## config.mk

```make
export PLATFORM = sky130hd
export DESIGN_NAME = ps2_set1_scancode_decoder
export DESIGN_NICKNAME = d
export VERILOG_FILES = /design/src/ps2s1_pkg.sv /design/src/ps2_set1_scancode_decoder.sv
export SDC_FILE = /design/constraint.sdc
export NUM_CORES = 1
export LEC_CHECK = 0
export BUFFER_PORTS_ARGS = -buffer_cell sky130_fd_sc_hd__buf_2
export CORE_ASPECT_RATIO = 0.75
export CORE_UTILIZATION = 30
export DETAILED_ROUTE_END_ITERATION = 16
export GPL_TIMING_DRIVEN = 0
export PLACE_DENSITY = 0.49
export SYNTH_ARGS = -nofsm -noshare
export SYNTH_HDL_FRONTEND = slang
export SYNTH_SLANG_ARGS = --single-unit
export TNS_END_PERCENT = 1
```

## constraint.sdc

```tcl
create_clock -name clk -period 3.3 [get_ports clk]
set_input_delay 0.165 -clock clk [delete_from_list [all_inputs] [get_ports clk]]
set_output_delay 0.165 -clock clk [all_outputs]
set_load 0.02 [all_outputs]
```

## src/ps2s1_pkg.sv

```systemverilog
`default_nettype none

package ps2s1_pkg;

    localparam int BYTE_W  = 8;
    localparam int IDX_W   = 7;
    localparam int SKIP_W  = 3;

    localparam logic [BYTE_W-1:0] PREFIX_EXT   = 8'hE0;
    localparam logic [BYTE_W-1:0] PREFIX_PAUSE = 8'hE1;
    localparam logic [BYTE_W-1:0] USAGE_PAUSE  = 8'h48;
    localparam logic [BYTE_W-1:0] USAGE_NONE   = 8'h00;
    localparam logic [SKIP_W-1:0] PAUSE_TAIL   = 3'd5;

    localparam logic [BYTE_W-1:0] MAIN_MAP [0:127] = '{
        8'd0,   8'd41,  8'd30,  8'd31,  8'd32,  8'd33,  8'd34,  8'd35,
        8'd36,  8'd37,  8'd38,  8'd39,  8'd45,  8'd46,  8'd42,  8'd43,
        8'd20,  8'd26,  8'd8,   8'd21,  8'd23,  8'd28,  8'd24,  8'd12,
        8'd18,  8'd19,  8'd47,  8'd48,  8'd40,  8'd224, 8'd4,   8'd22,
        8'd7,   8'd9,   8'd10,  8'd11,  8'd13,  8'd14,  8'd15,  8'd51,
        8'd52,  8'd53,  8'd225, 8'd49,  8'd29,  8'd27,  8'd6,   8'd25,
        8'd5,   8'd17,  8'd16,  8'd54,  8'd55,  8'd56,  8'd229, 8'd85,
        8'd226, 8'd44,  8'd57,  8'd58,  8'd59,  8'd60,  8'd61,  8'd62,
        8'd63,  8'd64,  8'd65,  8'd66,  8'd67,  8'd83,  8'd71,  8'd95,
        8'd96,  8'd97,  8'd86,  8'd92,  8'd93,  8'd94,  8'd87,  8'd89,
        8'd90,  8'd91,  8'd98,  8'd99,  8'd0,   8'd0,   8'd0,   8'd68,
        8'd69,  8'd0,   8'd0,   8'd0,   8'd0,   8'd0,   8'd0,   8'd0,
        8'd0,   8'd0,   8'd0,   8'd0,   8'd0,   8'd0,   8'd0,   8'd0,
        8'd0,   8'd0,   8'd0,   8'd0,   8'd0,   8'd0,   8'd0,   8'd0,
        8'd0,   8'd0,   8'd0,   8'd0,   8'd0,   8'd0,   8'd0,   8'd0,
        8'd0,   8'd0,   8'd0,   8'd0,   8'd0,   8'd0,   8'd0,   8'd0
    };

    localparam logic [BYTE_W-1:0] EXT_MAP [0:127] = '{
        8'd0,   8'd0,   8'd0,   8'd0,   8'd0,   8'd0,   8'd0,   8'd0,
        8'd0,   8'd0,   8'd0,   8'd0,   8'd0,   8'd0,   8'd0,   8'd0,
        8'd0,   8'd0,   8'd0,   8'd0,   8'd0,   8'd0,   8'd0,   8'd0,
        8'd0,   8'd0,   8'd0,   8'd0,   8'd88,  8'd228, 8'd0,   8'd0,
        8'd0,   8'd0,   8'd0,   8'd0,   8'd0,   8'd0,   8'd0,   8'd0,
        8'd0,   8'd0,   8'd0,   8'd0,   8'd0,   8'd0,   8'd0,   8'd0,
        8'd0,   8'd0,   8'd0,   8'd0,   8'd0,   8'd84,  8'd0,   8'd70,
        8'd230, 8'd0,   8'd0,   8'd0,   8'd0,   8'd0,   8'd0,   8'd0,
        8'd0,   8'd0,   8'd0,   8'd0,   8'd0,   8'd0,   8'd72,  8'd74,
        8'd82,  8'd75,  8'd0,   8'd80,  8'd0,   8'd79,  8'd0,   8'd77,
        8'd81,  8'd78,  8'd73,  8'd76,  8'd0,   8'd0,   8'd0,   8'd0,
        8'd0,   8'd0,   8'd0,   8'd227, 8'd231, 8'd101, 8'd0,   8'd0,
        8'd0,   8'd0,   8'd0,   8'd0,   8'd0,   8'd0,   8'd0,   8'd0,
        8'd0,   8'd0,   8'd0,   8'd0,   8'd0,   8'd0,   8'd0,   8'd0,
        8'd0,   8'd0,   8'd0,   8'd0,   8'd0,   8'd0,   8'd0,   8'd0,
        8'd0,   8'd0,   8'd0,   8'd0,   8'd0,   8'd0,   8'd0,   8'd0
    };

endpackage

`default_nettype wire

```

## src/ps2_set1_scancode_decoder.sv

```systemverilog
`default_nettype none

// channel   signals                           width        direction
// input     in_valid in_ready scan_byte       8            keyboard -> block
// output    out_valid out_ready key_usage     8 + 1 + 1    block -> consumer
//           key_down last_of_run
//
// one item per cycle while the output register is free; an E1 prefix holds the input register
// while its press and release events leave through the output register
// rst_n clears the prefix and skip state and both valid flags
// a stalled output register stalls the input register only when the
// byte there needs an event; swallowed bytes drain regardless

module ps2_set1_scancode_decoder
    import ps2s1_pkg::*;
(
    input  wire logic              clk,
    input  wire logic              rst_n,
    input  wire logic              in_valid,
    output logic                   in_ready,
    input  wire logic [BYTE_W-1:0] scan_byte,
    output logic                   out_valid,
    input  wire logic              out_ready,
    output logic [BYTE_W-1:0]      key_usage,
    output logic                   key_down,
    output logic                   last_of_run
);

    logic              in_valid_reg, in_valid_next;
    logic [BYTE_W-1:0] in_byte_reg;
    logic              ext_reg, ext_next;
    logic [SKIP_W-1:0] skip_reg, skip_next;
    logic              phase_reg, phase_next;
    logic              out_valid_reg, out_valid_next;
    logic [BYTE_W-1:0] usage_reg, usage_next;
    logic              down_reg, down_next;
    logic              last_reg, last_next;

    logic              skipping, is_pause, is_ext, has_key, needs_out;
    logic              out_free, load_out, s1_done;
    logic [BYTE_W-1:0] lookup;

    // decode of the held byte
    always_comb
    begin
        skipping  = (skip_reg != '0);
        is_pause  = !skipping && (in_byte_reg == PREFIX_PAUSE);
        is_ext    = !skipping && (in_byte_reg == PREFIX_EXT);
        lookup    = ext_reg ? EXT_MAP[in_byte_reg[IDX_W-1:0]]
                            : MAIN_MAP[in_byte_reg[IDX_W-1:0]];
        has_key   = !skipping && !is_pause && !is_ext && (lookup != USAGE_NONE);
        needs_out = is_pause || has_key;
        out_free  = !out_valid_reg || out_ready;
        load_out  = in_valid_reg && needs_out && out_free;
        s1_done   = in_valid_reg
                    && (!needs_out || (out_free && (!is_pause || phase_reg)));
        in_ready  = !in_valid_reg || s1_done;
    end

    always_comb
    begin
        in_valid_next = in_valid_reg;
        if (in_ready)
        begin
            in_valid_next = in_valid;
        end

        ext_next  = ext_reg;
        skip_next = skip_reg;
        if (s1_done)
        begin
            if (skipping)
            begin
                skip_next = skip_reg - SKIP_W'(1);
            end
            else if (is_pause)
            begin
                skip_next = PAUSE_TAIL;
            end
            else if (is_ext)
            begin
                ext_next = 1'b1;
            end
            else
            begin
                ext_next = 1'b0;
            end
        end

        phase_next = phase_reg;
        if (s1_done)
        begin
            phase_next = 1'b0;
        end
        else if (load_out && is_pause)
        begin
            phase_next = 1'b1;
        end

        out_valid_next = out_valid_reg && !out_ready;
        usage_next     = usage_reg;
        down_next      = down_reg;
        last_next      = last_reg;
        if (load_out)
        begin
            out_valid_next = 1'b1;
            if (is_pause)
            begin
                usage_next = USAGE_PAUSE;
                down_next  = !phase_reg;
                last_next  = phase_reg;
            end
            else
            begin
                usage_next = lookup;
                down_next  = !in_byte_reg[BYTE_W-1];
                last_next  = 1'b1;
            end
        end
    end

    always_ff @(posedge clk or negedge rst_n)
    begin
        if (!rst_n)
        begin
            in_valid_reg  <= 1'b0;
            ext_reg       <= 1'b0;
            skip_reg      <= '0;
            phase_reg     <= 1'b0;
            out_valid_reg <= 1'b0;
        end
        else
        begin
            in_valid_reg  <= in_valid_next;
            ext_reg       <= ext_next;
            skip_reg      <= skip_next;
            phase_reg     <= phase_next;
            out_valid_reg <= out_valid_next;
        end
    end

    always_ff @(posedge clk)
    begin
        if (in_ready && in_valid)
        begin
            in_byte_reg <= scan_byte;
        end
        usage_reg <= usage_next;
        down_reg  <= down_next;
        last_reg  <= last_next;
    end

    assign out_valid   = out_valid_reg;
    assign key_usage   = usage_reg;
    assign key_down    = down_reg;
    assign last_of_run = last_reg;

    a_phase_held: assert property (@(posedge clk) disable iff (!rst_n)
        phase_reg |-> (in_valid_reg && !skipping && (in_byte_reg == PREFIX_PAUSE)))
        else $error("second pause event pending without a pause byte held");

    a_phase_out: assert property (@(posedge clk) disable iff (!rst_n)
        phase_reg |-> (out_valid_reg && !last_reg && down_reg))
        else $error("pause press not in the output register");

    a_skip_range: assert property (@(posedge clk) disable iff (!rst_n)
        skip_reg <= PAUSE_TAIL)
        else $error("skip count out of range");

    a_not_last: assert property (@(posedge clk) disable iff (!rst_n)
        (out_valid_reg && !last_reg) |-> (usage_reg == USAGE_PAUSE && down_reg))
        else $error("only the pause press may be a non-final event");

endmodule

`default_nettype wire

```

==> results <==
- The clock passes through at most 2 buffers.
- In the routed design, unresolved DRC markers number 0.
- Once layout is complete, the utilization of the core stands at between 30% and 40%.
- The largest voltage drop on the vdd net is 0.0002072 V.
- The half-perimeter wire length after placement is slightly below 7000 um.
- Once routing completed, OpenROAD measured the worst setup slack at -0.06214 ns.
- The initial antenna violation count is 0.
- After routing the design area is 0.003354 sq mm.
- The number of diodes added for antenna fixing is 0.
- Static timing analysis puts the maximum clock frequency at 297.4 MHz.
- The kind of end point of the critical path is a primary output.
- In the post-synthesis netlist, the biggest area contributors are sky130_fd_sc_hd__edfxtp_1, sky130_fd_sc_hd__ha_1, sky130_fd_sc_hd__dfrtp_1, sky130_fd_sc_hd__nand2b_1, sky130_fd_sc_hd__a21oi_1.
- The clock sink count is 25.
- After clock tree synthesis, the clock-pin slew on the worst setup and hold paths is 0.06 ns.
- The final net count is 400.
- The number of detailed-routing iterations run before antenna repair is 5.
- Together, buffers and inverters on the worst path number 3.
- The placed instances occupy a cell area of slightly below 0.003 sq mm.
- Entering global routing, the biggest net connects 15 pins.
- Along the worst path, the maximum fanout reaches 5.
- Cells with a size suffix above 1 make up between 20 and 30% of the layout.
- For this run, the number of standard cells in the final layout without fillers is between 400 and 500.
- The share of the Yosys chip area taken by registers is 27.11%.
- The final weighted congestion in routability-driven placement is between 1 and 1.5.
- The clock root buffer master is sky130_fd_sc_hd__clkbuf_16.
- The hold violation count in the final report is 0.
- After the first detailed-routing iteration, the DRC count stood at 406.
- After synthesis, the netlist uses 64 different library cells.
- Traced cell by cell, the critical path runs through buf_6 > clkinvlp_4 > ha_4 > and3b_2 > or2_1 > a221oi_2 > a311oi_2 > nor4_1 > nand4_1 > a22oi_2 > buf_4.
- The total number of placement rows is 29.
- In this run, placement finished with an instance count of between 400 and 500.
- The worst setup path is launched from a register.
- The synthesized design contains 18 enable-type register cells.
- In the final layout, flip-flops and latches occupy 715.7 sq um.
- The post-synthesis instance area is between 0.002 and 0.003 sq mm.
- The effective utilization at floorplan is between 30% and 40%.
- Dividing the final minimum period by the clock period gives 101.9%.
- The die extent in x is approximately 110 um.
- The data arrival at the endpoint of the critical path is 3.20 ns.
- The routed design has 9743 um of wire.
- The vertical die dimension is approximately 83 um.
- Port buffering added 23 buffers.
- The die covers 0.009183 sq mm.
- Setup repair after global routing could not meet its margin everywhere.
- The most common cell after layout, fill and taps aside is sky130_fd_sc_hd__buf_2.
- The share of synthesized area in the top cell type comes to about a fifth.
- The synthesized area divided by synthesized cell count is between 8 and 9 sq um.
- Dividing total power by cell area gives a power density of roughly 390 mW/mm^2.
- The layout filler cell count is approximately 900.
- The dominant synthesized flop cell is sky130_fd_sc_hd__edfxtp_1.
- Clock skew on the completed layout was measured at around 0.0044 ns.
- The flow ran to the end, but the final reports show violations.
- The slowest stage of the critical path belongs to the cell sky130_fd_sc_hd__edfxtp_1.
- The clock reaches the later pin of the worst-skew pair after 0.26 ns.
- For the worst setup path, the data required time is between 3 and 4 ns.
- In the layout the commonest cells are sky130_fd_sc_hd__buf_2, sky130_fd_sc_hd__buf_4, sky130_fd_sc_hd__nand2_1.
- The critical path's largest stage delay is about 0.45 ns.
- In this run, the combinational gates consume 46.4% of the power.
- The max-slew violation count is 0.
- The total I/O pin count is 24.
- Summing all multi-input logic gate instances after layout gives around 0.0019 sq mm.
- Global routing finished with a remaining overflow of 0.
- In the final routed layout, each cell accounts on average for around 20 um.
- The headroom to the max-slew limit is around 62%.
- The fraction of registers with async set/reset is 28.00%.
- The number of global-route vias before repair was around 2,800.
- The number of clock buffers inserted by TritonCTS is 3.
- Setup violations remaining at the end of the flow were counted as 11.
- The pin slew with the least headroom to its limit is ~0.57 ns.
- The startpoint-to-endpoint class of the critical path is register to primary output.
- The internal portion of the total power is about 0.00082 W.
- The global-route wire length before repair is roughly 15,000 um.
- The number of nets handed over by synthesis was 350.
- Summing over every cut layer, the via total after detailed routing is approximately 2,900.
- The residual antenna-violating net count after detailed routing is 0.
- Of the total power, the share spent switching nets is between 30% and 40%.
- The checks that failed: setup timing.
- The number of instances in the synthesized netlist is approximately 320.
- The share of power burned in the clock network is 20.4%.
- The setup slack at placement is -0.9470 ns.
- The cell leakage power is 1.307 nW.
- The clock tree from TritonCTS is built.
- The cell class contributing the biggest share of worst-path delay is simple AND/OR/NAND/NOR gates.
- The power after layout is about 0.0013 W.
- The global-route total usage across every layer is roughly 22%.
- Yosys printed 0 warnings.
- Per report_power, the sequential group accounts for about a third of the total.
- The detailed-route vias per instance is 5.987.
- The shortest period the worst path allows is between 3 and 4 ns.
- The path class of the tightest hold or removal check is input pin to register.
- The biggest area contributor in the post-synthesis netlist is sky130_fd_sc_hd__edfxtp_1.
- The total of flip-flops plus latches after synthesis is 25.
- Max-cap violations in this run came to 0.
- In this run the number of H-tree levels came out at 1.
- The region available for standard cell placement spans roughly 0.0085 sq mm.
- For this design the total switching power over the nets is between 0.0005 and 0.0006 W.
- The post-synthesis to final-layout area growth is 27.06%.
## Yosys cell counts (all sizes together), types with 6 or more instances
cell type,n
nor2b,13
dfrtp,7
nand2b,19
o22ai,8
nor2,17
nand2,22
o21ai,24
edfxtp,18
nand3,6
inv,12
a21oi,22
ha,19
a211oi,8
o211ai,7
buf,20
## power by group through the flow
stage / logic (W) / registers, W / clock network [W]
detailed placement: 0.000489 / 0.000448 / 0
global route: 0.000665 / 0.000444 / 0.000286
CTS: 0.000586 / 0.000438 / 0.000275
finish: 0.000614 / 0.000438 / 0.000270
global placement: 0.000501 / 0.000447 / 0
floorplan: 0.000315 / 0.000476 / 0
## worst paths after layout
path / endpoint / start / depth (start not counted) / slack [ns]
min in group asynchronous: out_valid / rst_n / 2 / 0.26
min reg2reg: skip_reg[2] / skip_reg[2] / 2 / 0.52
max in group asynchronous: phase_reg / rst_n / 2 / 2.88
max: in_ready / in_byte_reg[1] / 11 / -0.06
min: in_byte_reg[0] / scan_byte[0] / 1 / 0.07
max reg2reg: key_usage[0] / in_byte_reg[1] / 14 / -0.01
## kinds of logic after synthesis
group                    after synthesis  share of synthesized area [%]
adder cells (fa/ha/maj)               19                          9.005
flip-flops                            25                          27.11
AO/OA/AOI/OAI                        112                          29.10
XOR/XNOR                               1                         0.3318
multiplexers                           5                          2.464
AND/OR/NAND/NOR                      118                          25.12
buffers and inverters                 39                          6.872
## routing by layer
layer / track usage, % / vias to the layer above / wire (um)
li1: - / 1308 / -
met1: 33.16 / 1333 / 4348
met2: 30.21 / 179 / 3943
met3: 6.515 / 30 / 1108
met4: 8.373 / 0 / 343
met5: 0 / - / 0
## worst reg2reg max path: cells and delay by family, from the launching register on
family / cells / cell delay [ns]
AND/OR/NAND/NOR: 4 / 0.99
buffers and inverters: 5 / 0.76
AO/OA/AOI/OAI: 4 / 0.57
flip-flops: 1 / 0.45
adder cells (fa/ha/maj): 1 / 0.24
## area by class of cell
type                            count  area share [%]
Sequential cell                    25           21.34
Buffer                             25           4.551
Clock inverter                      1          0.1492
Multi-Input combinational cell    255           56.47
Tap cell                          108           4.028
Inverter                           14           1.865
Clock buffer                        3           2.238
Timing Repair Buffer               45           9.362
## timing repair
action                                 in CTS  in global routing
pin swaps                                  17                 14
setup buffers                              20                  1
setup endpoints to repair                  24                 22
resized for setup                          36                 19
hold buffers                                1                  0
gates cloned                                0                  0
endpoints found under the hold margin       7                  0
## through the flow
step / setup TNS, ns / hold slack, ns
5_1_grt: -2.574 / 0.06792
6_report: -0.1810 / 0.07250
3_5_place_dp: -19.45 / 0.007202
2_1_floorplan: -0.5209 / -0.1306
3_3_place_gp: -20.63 / 0.01065
4_1_cts: -0.1872 / 0.07266
(Power assumes the default switching activity.)
